[src/sv/calendar_date_advance_macros.svh]
// Assertion helpers shared by the date-advance modules.
// Both sample on i_clk and stay quiet while i_rst_n is low.
`ifndef CALENDAR_DATE_ADVANCE_MACROS_SVH
`define CALENDAR_DATE_ADVANCE_MACROS_SVH

// Same-cycle implication.
`define CDA_ASSERT_NOW(label, pre, post, msg) \
    label: assert property (@(posedge i_clk) disable iff (!i_rst_n) (pre) |-> (post)) \
        else $error(msg);

// Next-cycle implication.
`define CDA_ASSERT_NEXT(label, pre, post, msg) \
    label: assert property (@(posedge i_clk) disable iff (!i_rst_n) (pre) |=> (post)) \
        else $error(msg);

`endif

[src/sv/cda_pkg.sv]
`default_nettype none
package cda_pkg;

    localparam int YEAR_BITS  = 16;
    localparam int SUM_W      = ((YEAR_BITS > 16) ? YEAR_BITS : 16) + 1;

    localparam int DAY_W      = 5;
    localparam int MONTH_W    = 4;
    localparam int YEAR_W     = 16;
    localparam int NDAYS_W    = 16;
    localparam int NMONTHS_W  = 12;
    localparam int NYEARS_W   = 16;

    localparam int M400_W     = 9;
    localparam int CYCLE_400  = 400;

    // ceil(2^25 / 400): floor(y * RECIP_400 / 2^25) equals y / 400 for every 16-bit year
    localparam int                 RECIP_W     = 17;
    localparam logic [RECIP_W-1:0] RECIP_400   = 17'd83887;
    localparam int                 RECIP_SHIFT = 25;
    localparam int                 QUOT_W      = 8;

    localparam logic [MONTH_W-1:0] MONTH_JAN = 4'd1;
    localparam logic [MONTH_W-1:0] MONTH_FEB = 4'd2;
    localparam logic [MONTH_W-1:0] MONTH_APR = 4'd4;
    localparam logic [MONTH_W-1:0] MONTH_JUN = 4'd6;
    localparam logic [MONTH_W-1:0] MONTH_SEP = 4'd9;
    localparam logic [MONTH_W-1:0] MONTH_NOV = 4'd11;
    localparam logic [MONTH_W-1:0] MONTH_DEC = 4'd12;

    typedef enum logic [2:0] {
        S_IDLE,
        S_MOD,
        S_DAYS,
        S_MONTHS,
        S_YEARS
    } t_state;

    typedef struct packed {
        logic load;
        logic mod_step;
        logic day_step;
        logic month_step;
        logic load_out;
    } t_cmd;

    typedef struct packed {
        logic mod_last;
        logic days_zero;
        logic months_zero;
    } t_sts;

    // Leap year from the year taken modulo 400.
    function automatic logic is_leap(input logic [M400_W-1:0] m400);
        logic div4;
        logic cent;
        div4 = (m400[1:0] == 2'd0);
        cent = (m400 == 9'd100) || (m400 == 9'd200) || (m400 == 9'd300);
        return div4 && !cent;
    endfunction

    // Out-of-range month codes count as 31-day months.
    function automatic logic [DAY_W-1:0] month_len(input logic [MONTH_W-1:0] month,
                                                   input logic leap);
        logic [DAY_W-1:0] len;
        len = 5'd31;
        if (month == MONTH_FEB) begin
            len = leap ? 5'd29 : 5'd28;
        end else if (month == MONTH_APR || month == MONTH_JUN ||
                     month == MONTH_SEP || month == MONTH_NOV) begin
            len = 5'd30;
        end
        return len;
    endfunction

endpackage
`default_nettype wire

[src/sv/cda_ctrl.sv]
`default_nettype none
`include "calendar_date_advance_macros.svh"
module cda_ctrl (
    input  wire logic          i_clk,
    input  wire logic          i_rst_n,
    input  wire logic          i_in_valid,
    output logic               o_in_ready,
    output logic               o_out_valid,
    input  wire logic          i_out_ready,
    input  wire cda_pkg::t_sts i_sts,
    output cda_pkg::t_cmd      o_cmd
);
    import cda_pkg::*;

    t_state r_state;
    t_state n_state;
    logic   r_out_valid;
    logic   n_out_valid;
    logic   slot_free;

    assign slot_free = !r_out_valid || i_out_ready;

    always_comb begin
        n_state = r_state;
        case (r_state)
            S_IDLE: begin
                if (i_in_valid) n_state = S_MOD;
            end
            S_MOD: begin
                if (i_sts.mod_last) n_state = S_DAYS;
            end
            S_DAYS: begin
                if (i_sts.days_zero) n_state = S_MONTHS;
            end
            S_MONTHS: begin
                if (i_sts.months_zero) n_state = S_YEARS;
            end
            S_YEARS: begin
                if (slot_free) n_state = S_IDLE;
            end
            default: n_state = S_IDLE;
        endcase
    end

    always_comb begin
        o_cmd      = '0;
        o_in_ready = 1'b0;
        case (r_state)
            S_IDLE: begin
                o_in_ready = 1'b1;
                o_cmd.load = i_in_valid;
            end
            S_MOD:    o_cmd.mod_step   = 1'b1;
            S_DAYS:   o_cmd.day_step   = !i_sts.days_zero;
            S_MONTHS: o_cmd.month_step = !i_sts.months_zero;
            S_YEARS:  o_cmd.load_out   = slot_free;
            default: begin
                o_cmd = '0;
            end
        endcase
    end

    // Result register empties when taken, refills on load_out.
    always_comb begin
        n_out_valid = r_out_valid;
        if (o_cmd.load_out) begin
            n_out_valid = 1'b1;
        end else if (i_out_ready) begin
            n_out_valid = 1'b0;
        end
    end

    always_ff @(posedge i_clk) begin
        if (!i_rst_n) begin
            r_state     <= S_IDLE;
            r_out_valid <= 1'b0;
        end else begin
            r_state     <= n_state;
            r_out_valid <= n_out_valid;
        end
    end

    assign o_out_valid = r_out_valid;

    `CDA_ASSERT_NOW(a_no_result_overwrite, o_cmd.load_out, !r_out_valid || i_out_ready, "result overwritten before taken")
    `CDA_ASSERT_NEXT(a_days_hold, r_state == S_DAYS && !i_sts.days_zero, r_state == S_DAYS, "left day loop early")
    `CDA_ASSERT_NEXT(a_accept_starts_mod, o_cmd.load, r_state == S_MOD, "accepted item did not start")

endmodule
`default_nettype wire

[src/sv/cda_dpath.sv]
`default_nettype none
`include "calendar_date_advance_macros.svh"
module cda_dpath (
    input  wire logic                              i_clk,
    input  wire logic                              i_rst_n,
    input  wire cda_pkg::t_cmd                     i_cmd,
    output cda_pkg::t_sts                          o_sts,
    input  wire logic [cda_pkg::DAY_W-1:0]         i_start_day,
    input  wire logic [cda_pkg::MONTH_W-1:0]       i_start_month,
    input  wire logic [cda_pkg::YEAR_W-1:0]        i_start_year,
    input  wire logic [cda_pkg::NDAYS_W-1:0]       i_add_days,
    input  wire logic [cda_pkg::NMONTHS_W-1:0]     i_add_months,
    input  wire logic [cda_pkg::NYEARS_W-1:0]      i_add_years,
    output logic      [cda_pkg::DAY_W-1:0]         o_result_day,
    output logic      [cda_pkg::MONTH_W-1:0]       o_result_month,
    output logic      [cda_pkg::YEAR_W-1:0]        o_result_year,
    output logic                                   o_year_overflow
);
    import cda_pkg::*;

    logic [DAY_W-1:0]      r_day,         n_day;
    logic [MONTH_W-1:0]    r_month,       n_month;
    logic [YEAR_BITS-1:0]  r_year,        n_year;
    logic [NDAYS_W-1:0]    r_days_left,   n_days_left;
    logic [NMONTHS_W-1:0]  r_months_left, n_months_left;
    logic [NYEARS_W-1:0]   r_add_years,   n_add_years;
    logic [M400_W-1:0]     r_m400,        n_m400;
    logic [QUOT_W-1:0]     r_quot,        n_quot;
    logic                  r_mod_phase,   n_mod_phase;
    logic                  r_ovf,         n_ovf;

    logic [DAY_W-1:0]      r_res_day;
    logic [MONTH_W-1:0]    r_res_month;
    logic [YEAR_W-1:0]     r_res_year;
    logic                  r_res_ovf;

    logic [YEAR_W-1:0]         year_in;
    logic [YEAR_W+RECIP_W-1:0] year_prod;
    logic [YEAR_W-1:0]         year_rem;
    logic [DAY_W:0]        day_p1;
    logic [MONTH_W:0]      month_p1;
    logic [DAY_W-1:0]      cur_len;
    logic                  day_roll;
    logic                  year_full;
    logic [YEAR_BITS-1:0]  year_p1;
    logic [M400_W-1:0]     m400_p1;
    logic [SUM_W-1:0]      year_sum;
    logic [YEAR_BITS-1:0]  year_final;

    // year mod 400: quotient by reciprocal multiply, then remainder on the next cycle
    assign year_in   = YEAR_W'(r_year);
    assign year_prod = (YEAR_W + RECIP_W)'(year_in) * (YEAR_W + RECIP_W)'(RECIP_400);
    assign year_rem  = year_in - YEAR_W'(r_quot) * YEAR_W'(CYCLE_400);
    assign day_p1    = {1'b0, r_day} + 6'd1;
    assign month_p1  = {1'b0, r_month} + 5'd1;
    assign cur_len   = month_len(r_month, is_leap(r_m400));
    assign day_roll  = day_p1 > {1'b0, cur_len};
    assign year_full = (r_year == '1);
    assign year_p1   = r_year + YEAR_BITS'(1);
    assign m400_p1   = (r_m400 == M400_W'(CYCLE_400 - 1)) ? '0 : r_m400 + M400_W'(1);
    assign year_sum  = SUM_W'(r_year) + SUM_W'(r_add_years);
    assign year_final = year_sum[YEAR_BITS-1:0];

    always_comb begin
        n_day         = r_day;
        n_month       = r_month;
        n_year        = r_year;
        n_days_left   = r_days_left;
        n_months_left = r_months_left;
        n_add_years   = r_add_years;
        n_m400        = r_m400;
        n_quot        = r_quot;
        n_mod_phase   = r_mod_phase;
        n_ovf         = r_ovf;
        if (i_cmd.load) begin
            n_day         = i_start_day;
            n_month       = i_start_month;
            n_year        = YEAR_BITS'(i_start_year);
            n_days_left   = i_add_days;
            n_months_left = i_add_months;
            n_add_years   = i_add_years;
            n_m400        = '0;
            n_mod_phase   = 1'b0;
            n_ovf         = 1'b0;
        end else if (i_cmd.mod_step) begin
            if (!r_mod_phase) begin
                n_quot      = year_prod[RECIP_SHIFT +: QUOT_W];
                n_mod_phase = 1'b1;
            end else begin
                n_m400 = year_rem[M400_W-1:0];
            end
        end else if (i_cmd.day_step) begin
            n_days_left = r_days_left - NDAYS_W'(1);
            if (day_roll) begin
                n_day = DAY_W'(1);
                if (r_month inside {[MONTH_JAN:MONTH_NOV]}) begin
                    n_month = day_p1 > 6'd0 ? month_p1[MONTH_W-1:0] : r_month;
                end else begin
                    n_month = MONTH_JAN;
                    if (year_full) begin
                        n_year = '0;
                        n_m400 = '0;
                        n_ovf  = 1'b1;
                    end else begin
                        n_year = year_p1;
                        n_m400 = m400_p1;
                    end
                end
            end else begin
                n_day = day_p1[DAY_W-1:0];
            end
        end else if (i_cmd.month_step) begin
            n_months_left = r_months_left - NMONTHS_W'(1);
            if (month_p1 > {1'b0, MONTH_DEC}) begin
                n_month = MONTH_JAN;
                if (year_full) begin
                    n_year = '0;
                    n_m400 = '0;
                    n_ovf  = 1'b1;
                end else begin
                    n_year = year_p1;
                    n_m400 = m400_p1;
                end
            end else begin
                n_month = month_p1[MONTH_W-1:0];
            end
        end
    end

    always_ff @(posedge i_clk) begin
        r_day         <= n_day;
        r_month       <= n_month;
        r_year        <= n_year;
        r_days_left   <= n_days_left;
        r_months_left <= n_months_left;
        r_add_years   <= n_add_years;
        r_m400        <= n_m400;
        r_quot        <= n_quot;
        r_mod_phase   <= n_mod_phase;
        r_ovf         <= n_ovf;
        if (i_cmd.load_out) begin
            r_res_day   <= r_day;
            r_res_month <= r_month;
            r_res_year  <= YEAR_W'(year_final);
            r_res_ovf   <= r_ovf | (year_sum[SUM_W-1:YEAR_BITS] != '0);
        end
    end

    assign o_sts.mod_last    = r_mod_phase;
    assign o_sts.days_zero   = (r_days_left == '0);
    assign o_sts.months_zero = (r_months_left == '0);

    assign o_result_day    = r_res_day;
    assign o_result_month  = r_res_month;
    assign o_result_year   = r_res_year;
    assign o_year_overflow = r_res_ovf;

    `CDA_ASSERT_NEXT(a_m400_range, i_cmd.mod_step, r_m400 < M400_W'(CYCLE_400), "year mod 400 out of range")
    `CDA_ASSERT_NEXT(a_day_nonzero, i_cmd.day_step, r_day != '0, "day zero after a day step")
    `CDA_ASSERT_NEXT(a_month_valid, i_cmd.month_step, r_month >= MONTH_JAN && r_month <= MONTH_DEC, "month out of range after a month step")

endmodule
`default_nettype wire

[src/sv/calendar_date_advance.sv]
// Channel   Dir  Width  Contents
// s_axis    in   72     start date and the three amounts
// m_axis    out  32     resulting date and year overflow flag
//
// Per item, the year is reduced modulo 400 by a reciprocal multiply, then the day
// and month loops each advance one step per cycle in the shared datapath, and the
// years are added as the result is registered.
// Reset (synchronous, active low) returns the controller to idle and empties the
// result register. A stalled result waits in its register while the next item
// is accepted; the final step holds until that register frees.
`default_nettype none
module calendar_date_advance (
    input  wire logic        i_clk,
    input  wire logic        i_rst_n,
    input  wire logic        i_s_axis_tvalid,
    output logic             o_s_axis_tready,
    // [4:0] start_day, [8:5] start_month, [24:9] start_year, [40:25] add_days,
    // [52:41] add_months, [68:53] add_years, [71:69] zero
    input  wire logic [71:0] i_s_axis_tdata,
    output logic             o_m_axis_tvalid,
    input  wire logic        i_m_axis_tready,
    // [4:0] result_day, [8:5] result_month, [24:9] result_year,
    // [25] year_overflow, [31:26] zero
    output logic [31:0]      o_m_axis_tdata
);
    import cda_pkg::*;

    t_cmd                 cmd;
    t_sts                 sts;
    logic [DAY_W-1:0]     result_day;
    logic [MONTH_W-1:0]   result_month;
    logic [YEAR_W-1:0]    result_year;
    logic                 year_overflow;

    cda_ctrl u_ctrl (
        .i_clk       (i_clk),
        .i_rst_n     (i_rst_n),
        .i_in_valid  (i_s_axis_tvalid),
        .o_in_ready  (o_s_axis_tready),
        .o_out_valid (o_m_axis_tvalid),
        .i_out_ready (i_m_axis_tready),
        .i_sts       (sts),
        .o_cmd       (cmd)
    );

    cda_dpath u_dpath (
        .i_clk           (i_clk),
        .i_rst_n         (i_rst_n),
        .i_cmd           (cmd),
        .o_sts           (sts),
        .i_start_day     (i_s_axis_tdata[4:0]),
        .i_start_month   (i_s_axis_tdata[8:5]),
        .i_start_year    (i_s_axis_tdata[24:9]),
        .i_add_days      (i_s_axis_tdata[40:25]),
        .i_add_months    (i_s_axis_tdata[52:41]),
        .i_add_years     (i_s_axis_tdata[68:53]),
        .o_result_day    (result_day),
        .o_result_month  (result_month),
        .o_result_year   (result_year),
        .o_year_overflow (year_overflow)
    );

    assign o_m_axis_tdata = {6'd0, year_overflow, result_year, result_month, result_day};

endmodule
`default_nettype wire

[config.mk]
export PLATFORM = sky130hd
export DESIGN_NAME = calendar_date_advance
export DESIGN_NICKNAME = d
export VERILOG_FILES = /design/src/sv/cda_pkg.sv /design/src/sv/cda_ctrl.sv /design/src/sv/cda_dpath.sv /design/src/sv/calendar_date_advance.sv
export VERILOG_INCLUDE_DIRS = /design/src /design/src/sv
export SDC_FILE = /design/constraint.sdc
export NUM_CORES = 1
export LEC_CHECK = 0
export BUFFER_PORTS_ARGS = -buffer_cell sky130_fd_sc_hd__buf_2
export CAP_MARGIN = 15
export CORE_MARGIN = 8
export CORE_UTILIZATION = 28
export CTS_CLUSTER_SIZE = 25
export DETAILED_ROUTE_END_ITERATION = 16
export SYNTH_ARGS = -nofsm -noshare
export SYNTH_HDL_FRONTEND = slang
export SYNTH_HIERARCHICAL = 1
export SYNTH_SLANG_ARGS = --single-unit
export TNS_END_PERCENT = 30
[constraint.sdc]
create_clock -name i_clk -period 8.2 [get_ports i_clk]
set_input_delay 0.41 -clock i_clk [delete_from_list [all_inputs] [get_ports i_clk]]
set_output_delay 0.41 -clock i_clk [all_outputs]
set_load 0.05 [all_outputs]
* Word-level counts from Yosys, hierarchy flattened
Index checks and enable logic that the tools add are counted.
Storage, ports and cells: word-level logic and storage cells 156, RAM bits 0, memories kept 0, output and inout port bits 34, latch bits 0, ROM bits 0, input bits 76, flip-flop bits (word level) 118
Operators by class: multiplexer cells 59, reductions and logical operators 33, equal/unequal tests 29, $lt $le $gt $ge 5, bitwise logic cells 4, shift-type cells 0, add/subtract/negate cells 8, div/mod/pow operators 0, multiply operators 2
Operator list (number):
- two-way mux 16 bit | 11
- two-way mux 9 bit | 9
- two-way mux 12 bit | 4
- multiplier 16 x 17 -> 33 bit, second input constant | 1
- two-way mux 4 bit | 8
- two-way mux 5 bit | 5
- AND reduction 5 bit | 4
- equality test 9 bit, second input constant | 2
- adder 16 x 16 -> 17 bit | 1
- adder 16 x 1 -> 16 bit, second input constant | 1
- equality test 16 bit, second input constant | 1
- zero test 16 bit | 1
- two-way mux 1 bit | 16
- inequality test 2 x 1 -> 1 bit, second input constant | 8
- subtractor 16 x 1 -> 16 bit, second input constant | 1
- two-way mux 3 bit | 5
- case mux 3 bit (5 select lines) | 1
- zero test 12 bit | 1
- nonzero test 3 bit | 4
- subtractor 12 x 1 -> 12 bit, second input constant | 1
- nonzero test 2 bit | 5
- adder 9 x 1 -> 9 bit, second input constant | 1
- equality test 9 x 7 -> 1 bit, second input constant | 1
- equality test 9 x 8 -> 1 bit, second input constant | 1
- other kinds (29) | 47

* Longest topological paths before layout
Gate-level depths: netlist (run 1).
depth after elaboration 12, mapped depth 20, gate-level depth less buffers 20

* Modules after synthesis
The synthesis (run 1) kept the hierarchy.
Modules (own cells, without submodules):
- cda_dpath | cells an instance 1027, times used 1, area an instance 10741.6 um^2, sequential area each 3223.1 um^2
- cda_ctrl | cells an instance 31, times used 1, area an instance 254.0 um^2, sequential area each 80.1 um^2
- calendar_date_advance | cells an instance 8, times used 1, area an instance 56.3 um^2, sequential area each 0.0 um^2

* Worst setup path before layout (run 1)
OpenSTA, ideal clock, no wires.
kind register to register, start point register u_dpath.r_year[13], end point register u_dpath.r_quot[2] (data pin), slack 2.685 ns, data arrival time 5.261 ns, data required time 7.946 ns, path buffers 0, library setup time 0.254 ns, period minus slack after synthesis 5.515 ns, stages on the path, launching flop included 19, cell sequence edfxtp_1 -> fa_1 -> inv_1 -> fa_1 -> inv_1 -> fa_1 -> fa_1 -> inv_1 -> fa_1 -> inv_1 -> fa_1 -> ha_1 -> a21oi_1 -> nand2_1 -> a211o_1 -> a2111oi_0 -> or4b_1 -> o221ai_2 -> o21a_1
Between the ends: word-level cells in the longest chain between the ends 1
RTL lines:
- start: declaration | RTL line cda_dpath.sv:23 | logic [YEAR_BITS-1:0] r_year, n_year;
- start signal: assignment | RTL line cda_dpath.sv:133 | r_year <= n_year;
- multiplier 16 x 17 -> 33 bit | RTL line cda_dpath.sv:52 | assign year_prod = (YEAR_W + RECIP_W)'(year_in) * (YEAR_W + RECIP_W)'(RECIP_400);
- named net u_dpath.year_prod[27] | RTL line cda_dpath.sv:38 | logic [YEAR_W+RECIP_W-1:0] year_prod;
- end signal: assignment | RTL line cda_dpath.sv:138 | r_quot <= n_quot;
- end: declaration | RTL line cda_dpath.sv:28 | logic [QUOT_W-1:0] r_quot, n_quot;
The timed path passes the listed nets, and every way through them passes these cells. A chain may end at the register's enable or synchronous reset.

* Final worst setup path (run 1)
start point register u_dpath.r_year[6], end point register u_dpath.r_quot[2] (data pin)
Same word-level chain as after synthesis.

==> impl_results.md, run 1 <==
- Status: finished clean
- Rows: 72
- GPL Wtd Cong: approximately 0.85
- Ratio of final minimum period to clock period: between 70% and 80%
- Hold-fix buffers at CTS: 0
- EDFF count, synth: 100
- Initial DRC count: roughly 440
- Post-synth top area share: 27.17%
- Worst EP arrival: about 6.3 ns
- Routing usage on met1: between 10% and 20%
- Most frequent cell after synthesis: inv_1
- Max Clock Freq: around 0.16 GHz
- Setup violations, final: 0
- Hold Path Class: in -> reg
- Clock Skew: 0.009196 ns
- Synthesized flop and latch total: approximately 120
- Residual DRC count: 0
- Reg clk slew, reported paths: about 0.06 ns
- Initial Util: 28.46%
- Worst Setup Start Kind: register
- HPWL Detailed: around 21 mm
- Crit path kind: reg -> reg
- Number of max-cap violations: 0
- Latest clock arrival within the worst-skew pair: 0.43 ns
- Worst-Margin Slew: around 0.95 ns
- Setup tns final: 0 ns
- Area contributors post-synth: edfxtp_1 27%, fa_1 18%, ha_1 17%
- Vias per cell: about 4.6
- Yosys cell types: 75
- RSZ-0062 raised after global routing: false
- Clock buffer depth: 2
- First-pass GRT wire length: ~42 mm
- Layout fillers: approximately 4000
- DRT antenna net count: 0
- Seq/Total Area, Yosys: between 20% and 30%
- Final wirelength: ~26 mm
- Die area: around 46000 um2
- Global Route Usage Sum: between 10 and 15%
- Crit path time final: slightly above 6 ns
- Met3 usage: around 2.4%
- Mapped Cells: between 1000 and 1500
- Fraction of registers with async set/reset: 0%
- Initial DRT Pass Iterations: 5
- Layout cells sized above 1: a little over an eighth
- CP Max Fanout: 9
- Largest area contributor in the netlist: edfxtp_1
- CTS Buf Count: 17
- Busiest grt layer: met2
- Io pins: 110
- CP Capture Type: register
- Sink Count: 115
- DR WL/cell: approximately 15 um
- Final Hold Viols: 0
- Fin nets: around 1500
- Core Area: 38830 um2
- CTS tree: yes
- Relative slew slack: between 30 and 40%
- Die H: roughly 210 um
- Synthesized cell area: between 10000 and 15000 um2
- Slew Limit Fails: 0
- Global Route met2 Usage: between 10% and 20%
- Pin count of the biggest net entering global routing: 66
- WP data required: around 8.4 ns
- Vias in the first global route: around 8200
- H-Tree Depth: 4
- YS warnings: 6
- Syn avg cell area: between 10 and 15 um2
- Chip width: roughly 210 um
- Post-cts gate resize count: 0
- Post-synth top flop: edfxtp_1
- GR Overflow Total: 0
- Antenna cell count: 0
- Setup bufs post-CTS: 0
- CTS root buf: clkbuf_16
- Area grow syn2layout: 14.84%
- Antenna violations before repair: 1
- Commonest cells in the synthesized netlist: 185 x inv_1, 154 x ha_1, 100 x edfxtp_1
- IO Port Bufs: 100
- Via count: a little under 8000
-- metrics by stage --
step                setup WS, ns  area (um2)  hold WS (ns)  utilization (%)  cells
global placement           2.139       12100        0.4658            31.15   1662
floorplan                  2.685       11070        0.4206                -   1071
global route               1.689       12690        0.1403            32.69   1694
finish                     2.037       12690        0.1586            32.69   1694
CTS                        2.038       12690        0.1323            32.69   1694
detailed placement         2.036       12100        0.4687            31.15   1662
-- per-layer routing --
| metal | wire [um] | part of all wire (%) |
|---|---|---|
| met1 | 11700 | 46 |
| met2 | 12130 | 48 |
| met3 | 1028 | 4.0 |
| met4 | 650 | 2.5 |
| met5 | 9 | 0.035 |
-- logic make-up after synthesis --
group	share of synthesized area (%)
AOI/OAI and AO/OA	10.83
xor gates and xnor gates	5.230
other	0.03393
adders and majority gates	35.19
muxes	0.3623
buffers and inverters	7.902
DFF	29.89
and+or+nand+nor	10.56
-- placed cells by master (no fill, tap or decap), types with 9 or more instances in the layout --
master	n
o21ai_0	52
o31ai_1	16
nand3_1	15
nor3_1	11
buf_2	100
xor2_1	16
nand2b_1	10
edfxtp_1	100
ha_1	154
nor2_1	45
nand2_1	84
clkbuf_16	17
dfxtp_1	15
xnor2_1	50
a21oi_1	33
inv_1	185
and3_1	9
fa_1	98
a21o_1	10
-- path summary, 6_finish.rpt --
kind	startpoint	endpoint	slack (ns)	cells past startpoint
max reg2reg	u_dpath/r_year[6]$_DFFE_PP_	u_dpath/r_quot[2]$_DFFE_PP_	2.04	18
min reg2reg	u_dpath/r_ovf$_SDFFE_PP0P_	u_dpath/r_ovf$_SDFFE_PP0P_	0.48	2
max	u_dpath/r_year[6]$_DFFE_PP_	u_dpath/r_quot[2]$_DFFE_PP_	2.04	18
min	i_s_axis_tdata[54]	u_dpath/r_add_years[1]$_DFFE_PP_	0.16	1
-- sequential cells by signal, summed over array words and instances (netlist names) --
register	count
u_dpath/o_result_day	5
u_dpath/r_quot	5
u_dpath/r_ovf	1
u_dpath/o_result_year	16
u_dpath/r_day	5
u_dpath/r_months_left	12
u_ctrl/r_state	3
u_dpath/o_year_overflow	1
u_dpath/r_days_left	16
u_dpath/o_result_month	4
u_dpath/r_mod_phase	1
u_dpath/r_m400	9
u_dpath/r_year	16
u_ctrl/o_out_valid	1
u_dpath/r_add_years	16
u_dpath/r_month	4
-- worst max-delay path, stage by stage, from the launching register on --
cell and delay [ns]:
edfxtp_1 0.64, fa_1 0.67, inv_1 0.11, fa_1 0.51, inv_1 0.05, fa_1 0.46, fa_1 0.41, fa_1 0.53
inv_1 0.07, fa_1 0.61, inv_1 0.07, ha_1 0.31, a21oi_1 0.13, nor2_1 0.05, a211o_1 0.30, a2111oi_0 0.43
or4b_1 0.24, o221ai_2 0.11, o21a_1 0.22
-- cell type report --
cell class / instances / area [um2] / area share (%)
tap: 518 / 648.1 / 5.106
clock inverter: 14 / 167.7 / 1.321
sequential: 115 / 3303 / 26.03
inverter: 186 / 698.2 / 5.501
multi-input combinational: 738 / 6908 / 54.43
timing repair buffer: 105 / 538.0 / 4.239
clock buffer: 18 / 429.2 / 3.381
Power of run 1 is not shown: default switching activity piles up to over one toggle a cycle in this logic, so the estimate is an artifact.
==> inputs of run 2 (changes only) <==
- clock period: 8.2 -> 6.11 ns (I/O delays scaled with it)
==> run 2 against run 1 <==
Against the previous run:
- routed wire length is 1.2% higher
- core utilization is 0.38 points higher
- global-route usage is 0.28 points higher
- via count hardly changed
- worst hold slack worse by 0.11 ns
- worst setup slack worse by 1.7 ns
- fmax is 6.2% higher
==> impl_results.md, run 2 (same netlist as run 1, synthesis figures left out) <==
- Die H: 214.7 um (unchanged)
- Final Hold Viols: 0 (unchanged)
- GPL Wtd Cong: 0.8467 (about the same)
- Worst Setup Start Kind: register
- Reg clk slew, reported paths: 0.06 ns (about the same)
- Residual DRC count: 0 (unchanged)
- Crit path kind: reg -> reg
- DR WL/cell: 15.10 um (+0.25%)
- Ratio of final minimum period to clock period: 94.96% (+20 points)
- Setup violations, final: 0 (unchanged)
- Area grow syn2layout: 16.17%
- Chip width: 214.7 um (unchanged)
- Hold Path Class: in -> reg
- Rows: 72 (unchanged)
- Placement Setup Slack: 0.2608 ns (-1.775 ns)
- CTS root buf: clkbuf_16
- Die area: 46080 um2 (unchanged)
- Vias per cell: 4.526 (-0.86%)
- Setup tns final: 0 ns (unchanged)
- DRT antenna net count: 0 (unchanged)
- Final wirelength: 25.83 mm (+1.2%)
- Vias in the first global route: 8248 (+0.60%)
- Initial Util: 28.46% (unchanged)
- GR Overflow Total: 0 (unchanged)
- Antenna violations before repair: 1 (unchanged)
- Status: finished clean
- Post-cts gate resize count: 0 (unchanged)
- CTS Buf Count: 17 (unchanged)
- Latest clock arrival within the worst-skew pair: 0.43 ns (about the same)
- Fin nets: 1507 (+1.1%)
- Setup bufs post-CTS: 0 (unchanged)
- H-Tree Depth: 4 (unchanged)
- Clock buffer depth: 2 (unchanged)
- Via count: 7739 (+0.078%)
- Number of max-cap violations: 0 (unchanged)
- Slew Limit Fails: 0 (unchanged)
- Commonest cells after routing, fill and taps aside: 185 x inv_1, 154 x ha_1, 100 x buf_2, 100 x edfxtp_1, 98 x fa_1
- First-pass GRT wire length: 42.99 mm (+2.0%)
- Cell Area, Placed: 12220 um2 (+0.99%)
- RSZ-0062 raised after global routing: false
- Sink Count: 115 (unchanged)
- Pin count of the biggest net entering global routing: 66 (unchanged)
- Initial DRT Pass Iterations: 5 (unchanged)
- IO Port Bufs: 100 (unchanged)
- Hold-fix buffers at CTS: 0 (unchanged)
- Layout cells sized above 1: 14.51% (+0.99 points)
- Worst-Margin Slew: 0.9324 ns (-0.02244 ns)
- CP Max Fanout: 5 (-4)
- Initial DRC count: 368 (-16%)
- Fin worst setup slack: 0.3081 ns (-1.729 ns)
- Core Area: 38830 um2 (unchanged)
- Max Clock Freq: 0.1724 GHz (+6.2%)
- Crit path time final: 5.802 ns (-0.3606 ns)
- Global Route Usage Sum: 11.47% (+0.28 points)
- Layout fillers: 3884 (-0.92%)
- Commonest non-fill, non-tap cell in the layout: inv_1
- Relative slew slack: 37.80% (+1.6 points)
- Clock Skew: 0.01066 ns (+0.001462 ns)
- CTS tree: yes
- Worst EP arrival: 5.98 ns (-0.36 ns)
- CP Capture Type: register
- Fin area: 12840 um2 (+1.2%)
- Io pins: 110 (unchanged)
- Antenna cell count: 0 (unchanged)
- HPWL Detailed: 21.54 mm (+3.9%)
- WP data required: 6.29 ns (-2.09 ns)
## run 2: cell count changes in the layout (fill, tap and decap cells not counted)
cell,delta
a2111oi_1,+1
o21ai_1,+1
clkinv_2,-4
clkbuf_1,+1
clkinv_1,+1
a2111oi_0,-1
clkinvlp_4,+1
buf_4,+16
bufinv_16,+1
o21ai_0,-1
## run 2: worst paths after layout
| kind | start | endpoint | slack, ns | cells after the start |
|---|---|---|---|---|
| worst min-delay path | i_s_axis_tdata[58] | u_dpath/r_add_years[5]$_DFFE_PP_ | 0.05 | 1 |
| worst max-delay path | u_dpath/r_year[5]$_DFFE_PP_ | u_dpath/r_quot[2]$_DFFE_PP_ | 0.31 | 18 |
| worst max register to register | u_dpath/r_year[5]$_DFFE_PP_ | u_dpath/r_quot[2]$_DFFE_PP_ | 0.31 | 18 |
| worst min register to register | u_dpath/r_ovf$_SDFFE_PP0P_ | u_dpath/r_ovf$_SDFFE_PP0P_ | 0.49 | 2 |
## run 2: area by class of cell
class                           instances  area [um2]  area share (%)
Clock buffer                           19       432.9           3.372
Clock inverter                         13       188.9           1.472
Inverter                              186       698.2           5.438
Multi-Input combinational cell        738        6909           53.82
Tap cell                              518       648.1           5.048
Timing Repair Buffer                  121       658.1           5.126
Sequential cell                       115        3303           25.73
## run 2: critical path, cell delays in order, from the launching register on
cell and delay, ns:
edfxtp_1 0.49, fa_1 0.63, inv_1 0.11, fa_1 0.51
inv_1 0.05, fa_1 0.52, fa_1 0.48, fa_1 0.58
inv_1 0.06, fa_1 0.53, inv_1 0.04, ha_1 0.19
a21oi_1 0.17, nor2_1 0.06, a211o_1 0.30, a2111oi_1 0.33
or4b_1 0.22, o221ai_2 0.11, o21a_1 0.20
## run 2: per-layer routing
metal | wire length, um | global-route usage, %
met5 | 10 | 0
met4 | 590 | 3.908
met1 | 11600 | 14.20
met3 | 1106 | 2.722
met2 | 12510 | 19.35
## run 2: metrics by stage
| stage | utilization [%] | hold WS [ns] | instances |
|---|---|---|---|
| after global routing | 33.07 | 0.03199 | 1710 |
| after floorplan | - | 0.4044 | 1071 |
| final | 33.07 | 0.05119 | 1710 |
| after global placement | 31.46 | 0.4590 | 1678 |
| after CTS | 33.06 | 0.03045 | 1710 |
| after detailed placement | 31.46 | 0.4728 | 1678 |
Power of run 2 is left out for the same reason.
